File: src/slpc_pkg.sv
// Shared types, constants and type-byte checks for the SIM file list path checker.
package slpc_pkg;

  // File id type bytes.
  localparam logic [7:0] TYPE_MF     = 8'h3F;
  localparam logic [7:0] TYPE_EF_MF  = 8'h2F;
  localparam logic [7:0] TYPE_DF1    = 8'h7F;
  localparam logic [7:0] TYPE_EF_DF1 = 8'h6F;
  localparam logic [7:0] TYPE_DF2    = 8'h5F;
  localparam logic [7:0] TYPE_EF_DF2 = 8'h4F;

  localparam int MAX_PATH_BYTES = 8;
  localparam int MAX_LIST_BYTES = 255;
  localparam int MIN_LIST_BYTES = 5;

  typedef struct packed {
    logic [7:0] data_byte;
    logic       is_last;
  } item_t;

  typedef struct packed {
    logic        file_ready;
    logic [63:0] path_bytes;
    logic [3:0]  path_length;
    logic        list_done;
    logic        list_ok;
  } result_t;

  function automatic logic is_elementary(input logic [7:0] t);
    return (t == TYPE_EF_MF) || (t == TYPE_EF_DF1) || (t == TYPE_EF_DF2);
  endfunction

  function automatic logic parent_ok(input logic [7:0] t, input logic [7:0] prev);
    logic ok;
    case (t)
      TYPE_MF:     ok = is_elementary(prev);
      TYPE_EF_MF:  ok = (prev == TYPE_MF);
      TYPE_DF1:    ok = (prev == TYPE_MF);
      TYPE_EF_DF1: ok = (prev == TYPE_DF1);
      TYPE_DF2:    ok = (prev == TYPE_DF1);
      TYPE_EF_DF2: ok = (prev == TYPE_DF2);
      default:     ok = 1'b0;
    endcase
    return ok;
  endfunction

endpackage

File: src/slpc_parse.sv
// Path state and combinational type check for one file list byte.
module slpc_parse (
  input  logic               clk,
  input  logic               rst,
  input  logic               item_valid,
  input  slpc_pkg::item_t    item,
  input  logic               out_free,
  output logic               fire,
  output logic               produces,
  output slpc_pkg::result_t  result
);

  logic [7:0]  pos, pos_next;
  logic [7:0]  prev, prev_next;
  logic [7:0]  held, held_next;
  logic [63:0] path, path_next;
  logic [3:0]  len, len_next;
  logic        err, err_next;

  logic        append_ok;
  logic [63:0] appended;
  logic        file_ready;
  logic [7:0]  b;

  assign b         = item.data_byte;
  assign append_ok = (len < 4'(slpc_pkg::MAX_PATH_BYTES));
  assign appended  = path | ({b, 56'h0} >> {len[2:0], 3'b000});

  always_comb begin
    pos_next   = pos;
    prev_next  = prev;
    held_next  = held;
    path_next  = path;
    len_next   = len;
    err_next   = err;
    file_ready = 1'b0;

    if (pos >= 8'(slpc_pkg::MAX_LIST_BYTES)) begin
      err_next = 1'b1;
    end else if (!err && (pos != 8'd0)) begin
      if (pos[0]) begin
        // Odd positions carry the type byte of a file id.
        if (pos == 8'd1) begin
          if (b != slpc_pkg::TYPE_MF) begin
            err_next = 1'b1;
          end else begin
            path_next = {b, 56'h0};
            len_next  = 4'd1;
          end
          held_next = b;
        end else if (!slpc_pkg::parent_ok(b, prev)) begin
          err_next = 1'b1;
        end else begin
          if (b == slpc_pkg::TYPE_MF) begin
            path_next = {b, 56'h0};
            len_next  = 4'd1;
          end else if (append_ok) begin
            path_next = appended;
            len_next  = len + 4'd1;
          end else begin
            err_next = 1'b1;
          end
          held_next = b;
          prev_next = b;
        end
      end else begin
        if (!append_ok) begin
          err_next = 1'b1;
        end else begin
          path_next = appended;
          len_next  = len + 4'd1;
          if ((pos >= 8'(slpc_pkg::MIN_LIST_BYTES - 1)) && slpc_pkg::is_elementary(held)) begin
            file_ready = 1'b1;
          end
        end
      end
    end

    if (pos < 8'(slpc_pkg::MAX_LIST_BYTES)) begin
      pos_next = pos + 8'd1;
    end

    result.file_ready  = file_ready;
    result.path_bytes  = file_ready ? path_next : 64'h0;
    result.path_length = file_ready ? len_next : 4'h0;
    result.list_done   = item.is_last;
    result.list_ok     = item.is_last && !err_next &&
                         (pos >= 8'(slpc_pkg::MIN_LIST_BYTES - 1)) && !pos[0] &&
                         slpc_pkg::is_elementary(prev_next);

    // The last byte returns the parser to its reset state for the next list.
    if (item.is_last) begin
      pos_next  = 8'd0;
      prev_next = slpc_pkg::TYPE_MF;
      held_next = 8'd0;
      path_next = 64'h0;
      len_next  = 4'd0;
      err_next  = 1'b0;
    end
  end

  assign produces = file_ready || item.is_last;
  // A byte that yields no result can retire even while the output is stalled.
  assign fire     = item_valid && (out_free || !produces);

  always_ff @(posedge clk) begin
    if (rst) begin
      pos  <= 8'd0;
      prev <= slpc_pkg::TYPE_MF;
      held <= 8'd0;
      path <= 64'h0;
      len  <= 4'd0;
      err  <= 1'b0;
    end else if (fire) begin
      pos  <= pos_next;
      prev <= prev_next;
      held <= held_next;
      path <= path_next;
      len  <= len_next;
      err  <= err_next;
    end
  end

endmodule
File: config.mk
export PLATFORM = sky130hd
export DESIGN_NAME = slpc_parse
export DESIGN_NICKNAME = d
export VERILOG_FILES = /design/src/slpc_pkg.sv /design/src/slpc_parse.sv
export SDC_FILE = /design/constraint.sdc
export NUM_CORES = 1
export LEC_CHECK = 0
export BUFFER_PORTS_ARGS = -buffer_cell sky130_fd_sc_hd__buf_2
export CAP_MARGIN = 20
export CELL_PAD_IN_SITES_DETAIL_PLACEMENT = 1
export CELL_PAD_IN_SITES_GLOBAL_PLACEMENT = 1
export CORE_MARGIN = 4
export CORE_UTILIZATION = 44
export DETAILED_ROUTE_END_ITERATION = 10
export GPL_TIMING_DRIVEN = 0
export PLACE_DENSITY = 0.94
export SYNTH_ARGS = -nofsm -noshare
export SYNTH_HDL_FRONTEND = slang
export SYNTH_SLANG_ARGS = --single-unit
File: constraint.sdc
create_clock -name clk -period 6.3 [get_ports clk]
set_input_delay 1.26 -clock clk [delete_from_list [all_inputs] [get_ports clk]]
set_output_delay 1.26 -clock clk [all_outputs]
set_load 0.03 [all_outputs]
Yosys cells after proc, flatten, opt, wreduce, memory -nomap -nowiden
Cells that the tools add are included.
{ "op_classes": {"addsub": 2, "n_lt_le_gt_ge": 4, "n_eq_ne": 21, "shifts": 1, "mux": 53, "bitwise_logic": 1, "reduce_logical": 28} }
{ "op_table": {"columns": ["op", "count"], "rows": [
  ["64-bit 2-to-1 mux", 10],
  ["8-bit 2-to-1 mux", 14],
  ["8-bit by 7-bit == test with 1-bit output, second input constant", 12],
  ["64-bit OR", 1],
  ["64-bit by 6-bit >> shifter with 64-bit output", 1],
  ["8-bit by 6-bit == test with 1-bit output, second input constant", 6],
  ["4-bit 2-to-1 mux", 10],
  ["1-bit 2-to-1 mux", 18],
  ["8-bit by 1-bit adder with 8-bit output, second input constant", 1],
  ["8-bit by 1-bit == test with 1-bit output, second input constant", 1],
  ["8-bit by 3-bit >= comparator with 1-bit output, second input constant", 1],
  ["8-bit >= comparator, second input constant", 1],
  ["1-bit logical OR", 8],
  ["8-bit < comparator, second input constant", 1],
  ["8-bit by 6-bit != test with 1-bit output, second input constant", 1],
  ["8-bit nonzero test", 1],
  ["1-bit logical AND", 7],
  ["2-bit nonzero test", 3],
  ["5-bit AND reduction", 1],
  ["4-bit by 1-bit adder with 4-bit output, second input constant", 1],
  ["1-bit zero test", 4],
  ["4-bit < comparator, second input constant", 1],
  ["1-bit one-hot mux with 4 select lines", 1],
  ["2-bit OR reduction", 2],
  ["3 further kinds", 3]
]} }
{ "word_totals": {"reg_bits": 93, "inputBits": 13, "output_inout_bits": 73, "elab_cells": 116} }

Depth between registers and ports, before layout
Gate-level depths: netlist of run 1.
{ "logic_depth": {"depth_word": 18, "ltp_mapped": 9, "depth_no_buf": 7} }

Worst setup path before layout of run 1
Ideal clock, no wire load.
{ "synth_timing": {"path_kind": "input -> output", "from": "input item[2] (netlist name)", "to": "output result[4] (netlist name)", "arrival_time_ns": 3.453, "required_time_ns": 5.040, "path_slack_ns": 1.587, "cell_stages": 9, "n_path_buf": 3, "cell_sequence": "clkbuf_1 and4b_1 and4_1 nand4_1 o21ai_1 clkbuf_1 buf_2 o21ai_0 a21oi_1"} }
{ "synth_lines": {"columns": ["element", "line_no", "source"], "rows": [
  ["start, declared", "slpc_parse.sv:6", "input slpc_pkg::item_t item,"],
  ["end, declared", "slpc_parse.sv:10", "output slpc_pkg::result_t result"]
]} }

==> qor.txt, run 1 <==
outcome: finished, final reports clean
Synth top area share: 39.0%
syn nets: 601
hpwl dp: 12200 um
CP required: 5.04 ns
Mapped Cells: 584
gpl congestion: 0.895
CP Data Arrival Time: 4.56 ns
reg2reg end: path[54]
pin count of the biggest net entering global routing: 17
Worst Setup Path Type: input port to output port
Hold WC Path Type: register to register
# port buffers: 79
Post-synth top flop: dfxtp_1
die area: 0.0126 mm2
PD cells: 201 mW/mm2
Hold Violations, Final: 0
Top Metal Used: met4
worst setup path end: result[4]
CTS tree: built
LEAKAGE: 0.00216 uW
worst-skew pair later-pin latency: 0.38 ns
WL met1: 7140 um
first-pass GRT wire length: 27700 um
synthesis-stage register bit count: 93
synthesized area: 0.00477 mm2
DRC: 0
clock sinks: 93
io pins: 86
via density per instance: 6.38
Critical Path Fanout Max: 10
synth top area cells: dfxtp_1, a22o_1, a31oi_1
Pins Over Slew Limit: 0
final hold slack: 0.470 ns
Num CTS Buffers: 9
met2 wire len: 8460 um
starting density of the core: 45.6%
final WL: 17400 um
DRT Pass-1 Iters: 6
vias in the first global route: 5281
RR Startpoint: pos[0]
via count: 5205
CTS H-tree depth: 3
leading area contributor after synthesis: dfxtp_1
global route overflow: 0
RSZ-0062 raised after global routing: false
worst slew pin tran: 1.05 ns
Ys Warns: 0
CTS Hold Buffers Added: 0
Post-CTS Setup Bufs: 0
antenna violations before repair: 0
Tcrit/Tclk final: 92.4%
EDFF count, synth: 0
most frequent cells in the layout: dfxtp_1, buf_2, nor2_1, a31oi_1, a22o_1
worst relative slew slack: 29.3%
antenna viol nets, final: 0
post-CTS sizing: 0
register-to-register setup slack: 3.13 ns
VDD IR max: 86.0 uV
Worst Clk Skew: 0.0116 ns
core area: 0.0105 mm2
CP Launch Type: input port
commonest non-fill, non-tap cell in the layout: dfxtp_1
die height: 112 um
num rows: 37
Final setup viols: 0
minimum clock period: 5.82 ns
total negative slack: 0 ns
Crit. End Element: output port
antenna diode instance count: 0
layout overhead on the synthesized area: 16.1%
CTS root buf: clkbuf_8
WL per Instance: 21.3 um
Max Freq: 172 MHz
clock-pin slew of the registers on the worst-case setup and hold paths: 0.09 ns
Die X: 112 um
reg2reg path depth: 9
post-synthesis area per instance: 8.17 um2
Yosys cell types: 59
GRT Total Usage: 26.9%
met3 WL: 1080 um
register area share after synthesis: 39.0%
layout cell share with drive strength beyond 1: 17.4%
Clock Path Buffers: 2
fraction of registers with async set/reset: 0%
max_cap viols: 0
initial DRC count: 443
Nets: 692
Worst Setup SP: item[3]
-- how the worst min path moves through the flow --
stage	endpoint	slack, ns	cells after the start	from
2_1_floorplan	prev[2]	0.43	1	prev[2]
3_3_place_gp	prev[0]	0.44	1	prev[0]
3_5_place_dp	prev[0]	0.45	1	prev[0]
4_1_cts	prev[0]	0.47	1	prev[0]
5_1_grt	path[10]	0.51	1	path[10]
6_report	prev[0]	0.47	1	prev[0]
-- kinds of logic after synthesis --
logic type	count (synthesis)	share of synthesized area [%]
compound gates	190	29.2
xor+xnor	4	0.734
fa+ha+maj	4	1.05
buf+inv	79	6.66
flops	93	39.0
mux	1	0.210
simple gates	213	23.2
-- synth_stat cells (4+ instances only) --
library cell	n
a21oi_1	21
a22o_1	58
a31oi_1	61
a32oi_1	6
and3_1	14
and4_1	5
buf_2	11
clkbuf_1	50
dfxtp_1	93
ha_1	4
inv_1	15
nand2_1	23
nand2b_1	19
nand3_1	11
nand3b_1	4
nand4_1	7
nor2_1	90
nor3_1	8
nor3b_1	5
nor4_1	5
o21ai_0	6
o32ai_1	8
xnor2_1	4
-- report_power, final --
part	switching (uW)	internal, uW
combinational	83.0	24.6
sequential	1.77	589
clock	231	187
total	316	800
-- metal layers --
layer / GRT usage [%] / up-vias
met4: 13.4 / 0
met1: 33.4 / 2560
met2: 45.8 / 219
li1: - / 2365
met3: 3.61 / 61
met5: 0 / -
-- metrics by stage --
step / utilization (%) / power (uW) / setup WS (ns) / instance area [um2] / cells
6_report: 53.0 / 1120 / 0.480 / 5540 / 816
5_1_grt: 53.0 / 1150 / 0.352 / 5540 / 816
4_1_cts: 53.0 / 1110 / 0.526 / 5540 / 816
3_5_place_dp: 51.1 / 707 / 0.662 / 5340 / 800
3_3_place_gp: 51.0 / 703 / 0.766 / 5340 / 799
2_1_floorplan: - / 670 / 1.59 / 4770 / 584
-- cell type report --
cell class              count  area, um2
fillers                  1335       4920
clock inverters             6       70.1
well taps                 136        170
repair buffers             80        400
multi-input cells         412       2590
clock buffers              10        128
flip-flops and latches     93       1860
inverters                  15       56.3
plain buffers              64        262
-- worst max-delay path, cell delays in order --
cell      delay (ns)
clkbuf_1        0.47
and4b_1         0.36
and4_1          0.27
nand4_1         0.18
o21ai_1         0.59
clkbuf_1        0.48
buf_2           0.34
o21ai_0         0.15
a21oi_1         0.21
buf_2           0.24
-- state kept, by name, summed over array words and instances (netlist names) --
name and cells:
err 1, held 8, len 4, path 64, pos 8, prev 8
No activity file was read; power rests on OpenSTA's default activity.
==> inputs of run 2 (changes only) <==
Settings changed: CORE_UTILIZATION 44 to 37, PLACE_DENSITY 0.94 to 0.86.
Clock period 6.3 ns to 5.2 ns, I/O delays scaled along.
==> qor.txt, run 2 (synthesis results as in run 1) <==
crit-path cells: buf_2 -> clkbuf_1 -> nor4bb_1 -> a221oi_1 -> o32a_1 -> o211ai_1 -> clkbuf_1 -> a21oi_1 -> nor2_1 -> buf_2 (was clkbuf_1 -> and4b_1 -> and4_1 -> nand4_1 -> o21ai_1 -> clkbuf_1 -> buf_2 -> o21ai_0 -> a21oi_1 -> buf_2)
flip-flop count of the largest register, all copies and words added: 64 (unchanged)
Psw: 407 uW (was 316 uW)
CP peak stage delay: 0.58 ns (was 0.59 ns)
Nets: 693 (was 692)
Crit. End Element: output port (unchanged)
PD cells: 272 mW/mm2 (was 201 mW/mm2)
first-pass GRT wire length: 27400 um (was 27700 um)
fin area: 0.00572 mm2 (was 0.00554 mm2)
clock sinks: 93 (unchanged)
Logic pwr share: 8.2% (was 9.6%)
max_cap viols: 0 (unchanged)
placed cell areas: 0.00539 mm2 (was 0.00534 mm2)
RSZ-0062 raised after global routing: false (unchanged)
clock share of power: 45.7% (was 37.4%)
final critical-path setup slack: 0.219 ns (was 0.480 ns)
outcome: finished, final reports clean (unchanged)
CP bufs+invs: 4 (unchanged)
Clock Path Buffers: 2 (unchanged)
delay-heaviest family, CP: buffers and inverters (unchanged)
DRT Pass-1 Iters: 5 (was 6)
gpl congestion: 0.901 (was 0.895)
global route overflow: 0 (unchanged)
CTS root buf: clkbuf_16 (was clkbuf_8)
Final setup viols: 0 (unchanged)
hpwl dp: 12400 um (was 12200 um)
Worst Setup Path Type: input port to output port (unchanged)
via density per instance: 5.99 (was 6.38)
CP Data Arrival Time: 3.94 ns (was 4.56 ns)
layout overhead on the synthesized area: 19.8% (was 16.1%)
final WL: 17500 um (was 17400 um)
internal power: 1150 uW (was 800 uW)
CTS tree: built (unchanged)
DRC: 0 (unchanged)
antenna viol nets, final: 0 (unchanged)
io pins: 86 (unchanged)
largest register by flop count: path (unchanged)
GRT Total Usage: 23.7% (was 26.9%)
most frequent cells in the layout: dfxtp_1, buf_2, nor2_1, a31oi_1, a22o_1 (unchanged)
Tcrit/Tclk final: 95.8%
via count: 5106 (was 5205)
layout cell share with drive strength beyond 1: 18.1% (was 17.4%)
post-CTS sizing: 1 (was 0)
Post-CTS Setup Bufs: 0 (unchanged)
Critical Path Fanout Max: 10 (unchanged)
Worst Clk Skew: 0.00832 ns (was 0.0116 ns)
final hold slack: 0.466 ns (was 0.470 ns)
Pins Over Slew Limit: 0 (unchanged)
LEAKAGE: 0.00223 uW (was 0.00216 uW)
Hold Violations, Final: 0 (unchanged)
die area: 0.0148 mm2 (was 0.0126 mm2)
worst-skew pair later-pin latency: 0.36 ns (was 0.38 ns)
num rows: 41 (was 37)
pin count of the biggest net entering global routing: 17 (unchanged)
worst relative slew slack: 29.2% (was 29.3%)
WL per Instance: 20.5 um (was 21.3 um)
CTS H-tree depth: 3 (unchanged)
vias in the first global route: 5189 (was 5281)
minimum clock period: 4.98 ns
Max Freq: 201 MHz
antenna diode instance count: 0 (unchanged)
total negative slack: 0 ns (unchanged)
clock-pin slew of the registers on the worst-case setup and hold paths: 0.07 ns (was 0.09 ns)
Num CTS Buffers: 9 (unchanged)
Hold WC Path Type: register to register (unchanged)
# port buffers: 79 (unchanged)
antenna violations before repair: 0 (unchanged)
CP Launch Type: input port (unchanged)
initial DRC count: 491 (was 443)
Die X: 122 um (was 112 um)
CP max-delay cell: o211ai_1 (was o21ai_1)
die height: 122 um (was 112 um)
Sequential Power Share: 46.1% (was 52.9%)
VDD IR max: 121 uV (was 86.0 uV)
commonest non-fill, non-tap cell in the layout: dfxtp_1 (unchanged)
worst slew pin tran: 1.05 ns (about the same)
sw frac: 26.2% (was 28.3%)
CP required: 4.16 ns (was 5.04 ns)
starting density of the core: 37.8% (was 45.6%)
Post-Place Worst Slack: -0.0809 ns (was 0.662 ns)
CTS Hold Buffers Added: 0 (unchanged)
core area: 0.0126 mm2 (was 0.0105 mm2)
==> run 2: cell types whose count changed in the layout (fill, tap and decap cells not counted), moves of 2 or more <==
cell / before / now
clkbuf_2: 0 / 2
clkinvlp_4: 3 / 1
clkbuf_1: 51 / 48
clkbuf_16: 0 / 9
clkbuf_8: 9 / 2
==> run 2: final cells by class <==
cell class                      count  area, um2
Timing Repair Buffer               81        408
Buffer                             64        264
Clock inverter                      5       63.8
Inverter                           15       56.3
Multi-Input combinational cell    412       2600
Tap cell                          172        215
Clock buffer                       11        253
Fill cell                        1594       6900
Sequential cell                    93       1860
==> run 2: worst paths after layout <==
path | from | end | slack [ns] | cells past startpoint
max | item[6] | result[66] | 0.22 | 10
min | prev[0] | prev[0] | 0.47 | 1
max reg2reg | pos[0] | path[7] | 2.06 | 9
min reg2reg | prev[0] | prev[0] | 0.47 | 1
==> run 2: layer usage <==
metal,vias to the layer above,GRT usage [%],wire (um)
met5,-,0,0
met4,0,10.3,494
met3,35,4.13,1090
met2,209,40.9,8570
met1,2508,29.0,7310
li1,2354,-,-
==> run 2: power groups by stage <==
stage          Sequential (uW)  Clock (uW)  Combinational [uW]
6_report                   716         711                 127
5_1_grt                    716         752                 138
4_1_cts                    716         722                 125
3_5_place_dp               732           0                 123
3_3_place_gp               732           0                 119
2_1_floorplan              731           0                79.7
==> run 2: metrics by stage <==
step / util [%] / total power (uW) / cells
floorplan: - / 811 / 584
global placement: 42.7 / 851 / 835
detailed placement: 42.7 / 856 / 836
CTS: 45.2 / 1560 / 852
global route: 45.3 / 1610 / 853
finish: 45.3 / 1550 / 853
==> inputs of run 3 (changes only) <==
Settings changed: RECOVER_POWER set to 50.
==> qor.txt, run 3 (synthesis results as in run 1) <==
CTS tree: built (unchanged)
Crit. End Element: output port (unchanged)
Max Freq: 202 MHz (was 201 MHz)
reg2reg end: path[55] (was path[7])
vias in the first global route: 5189 (unchanged)
Hold Violations, Final: 0 (unchanged)
initial DRC count: 528 (was 491)
io pins: 86 (unchanged)
die height: 122 um (unchanged)
hpwl dp: 12400 um (unchanged)
Worst Clk Skew: 0.00801 ns (was 0.00832 ns)
antenna violations before repair: 0 (unchanged)
flip-flop count of the largest register, all copies and words added: 64 (unchanged)
Clock Path Buffers: 2 (unchanged)
reg2reg path depth: 8 (was 9)
Post-CTS Setup Bufs: 0 (unchanged)
fillers: 1603 (was 1594)
Pins Over Slew Limit: 0 (unchanged)
crit-path cells: buf_2 -> clkbuf_1 -> nor4bb_1 -> a221oi_1 -> o32a_1 -> o211ai_1 -> clkbuf_1 -> a21oi_1 -> nor2_1 -> buf_2 (unchanged)
Post-Place Worst Slack: -0.0809 ns (unchanged)
CTS Hold Buffers Added: 0 (unchanged)
Final setup viols: 0 (unchanged)
outcome: finished, final reports clean (unchanged)
WL per Instance: 20.4 um (was 20.5 um)
Worst Setup Path Type: input port to output port (unchanged)
# port buffers: 79 (unchanged)
first-pass GRT wire length: 27400 um (unchanged)
Die X: 122 um (unchanged)
RSZ-0062 raised after global routing: false (unchanged)
fin area: 0.00569 mm2 (was 0.00572 mm2)
DRC: 0 (unchanged)
GRT Total Usage: 23.7% (unchanged)
largest register by flop count: path (unchanged)
register-to-register setup slack: 1.43 ns (was 2.06 ns)
final critical-path setup slack: 0.239 ns (was 0.219 ns)
die area: 0.0148 mm2 (unchanged)
VDD IR max: 122 uV (was 121 uV)
PD cells: 274 mW/mm2 (was 272 mW/mm2)
Hold WC Path Type: register to register (unchanged)
fin cells: 853 (unchanged)
CP required: 4.16 ns (about the same)
CP max-delay cell: o211ai_1 (unchanged)
hold endpoint: prev[0] (unchanged)
Hold Startpoint: prev[0] (unchanged)
CTS H-tree depth: 3 (unchanged)
minimum clock period: 4.96 ns (was 4.98 ns)
area occupied by multi-input gates: 0.00257 mm2 (was 0.00260 mm2)
max_cap viols: 0 (unchanged)
starting density of the core: 37.8% (unchanged)
Critical Path Fanout Max: 10 (unchanged)
worst-skew pair later-pin latency: 0.36 ns (about the same)
CP Launch Type: input port (unchanged)
commonest non-fill, non-tap cell in the layout: dfxtp_1 (unchanged)
Num CTS Buffers: 9 (unchanged)
CP Data Arrival Time: 3.92 ns (was 3.94 ns)
layout overhead on the synthesized area: 19.2% (was 19.8%)
CTS root buf: clkbuf_16 (unchanged)
WHS Path Cells: 1 (unchanged)
clock sinks: 93 (unchanged)
antenna diode instance count: 0 (unchanged)
DRT Pass-1 Iters: 5 (unchanged)
via density per instance: 5.96 (was 5.99)
placed cell areas: 0.00539 mm2 (unchanged)
layout cell share with drive strength beyond 1: 16.7% (was 18.1%)
Nets: 693 (unchanged)
gpl congestion: 0.901 (unchanged)
worst relative slew slack: 23.6% (was 29.2%)
core area: 0.0126 mm2 (unchanged)
RR Startpoint: pos[2] (was pos[0])
via count: 5087 (was 5106)
LEAKAGE: 0.00220 uW (was 0.00223 uW)
num rows: 41 (unchanged)
FF/Latch Area: 0.00186 mm2 (unchanged)
worst slew pin tran: 1.14 ns (was 1.05 ns)
most frequent cells in the layout: dfxtp_1, nor2_1, buf_2, a31oi_1, a22o_1 (was dfxtp_1, buf_2, nor2_1, a31oi_1, a22o_1)
pin count of the biggest net entering global routing: 17 (unchanged)
overall power: 1560 uW (was 1550 uW)
CP peak stage delay: 0.57 ns (was 0.58 ns)
dpl cells: 836 (unchanged)
antenna viol nets, final: 0 (unchanged)
global route overflow: 0 (unchanged)
clock-pin slew of the registers on the worst-case setup and hold paths: 0.07 ns (about the same)
Tcrit/Tclk final: 95.4% (was 95.8%)
final WL: 17400 um (was 17500 um)
[run 3: metrics by stage]
step | util, % | hold slack (ns) | TNS [ns]
2_1_floorplan | - | 0.426 | 0
3_3_place_gp | 42.7 | 0.439 | 0
3_5_place_dp | 42.7 | 0.447 | -0.149
4_1_cts | 45.2 | 0.468 | 0
5_1_grt | 45.1 | 0.480 | 0
6_report | 45.1 | 0.466 | 0
[run 3: cell type report]
type                    instances  area share, %
well taps                     172           3.78
multi-input cells             412           45.3
repair buffers                 81           7.13
inverters                      15          0.990
plain buffers                  64           4.53
clock inverters                 5           1.12
clock buffers                  11           4.44
flip-flops and latches         93           32.7
[run 3: worst max-delay path by stage]
stage / endpoint / slack [ns] / from / cells after the start
finish: result[66] / 0.24 / item[6] / 10
global route: result[66] / 0.03 / item[6] / 10
CTS: result[4] / 0.04 / item[4] / 10
detailed placement: result[4] / -0.08 / item[4] / 10
global placement: result[4] / 0.03 / item[4] / 10
floorplan: result[4] / 0.93 / item[2] / 9
[run 3: power breakdown]
part	leakage (uW)	switching [uW]	internal (uW)
sequential	0.000749	2.45	714
clock	0.000153	310	404
combinational	0.00130	96.9	29.0
total	0.00220	409	1150
[run 3: worst max-delay path, delay by kind of cell]
family,cells,cell delay [ns]
simple gates,2,0.58
buf+inv,4,1.27
compound gates,4,1.03
[run 3: repair_timing]
item | in CTS | in global routing
setup endpoints to repair | 10 | 49
hold endpoints to repair | 0 | 0
resized for setup | 1 | 4
cloned | 0 | 0
[run 3: per-layer routing]
metal	vias to the layer above	GRT usage [%]	routed length (um)
met2	204	40.9	8570
li1	2356	-	-
met3	32	4.13	1180
met4	0	10.3	478
met5	-	0	0
met1	2495	29.0	7210
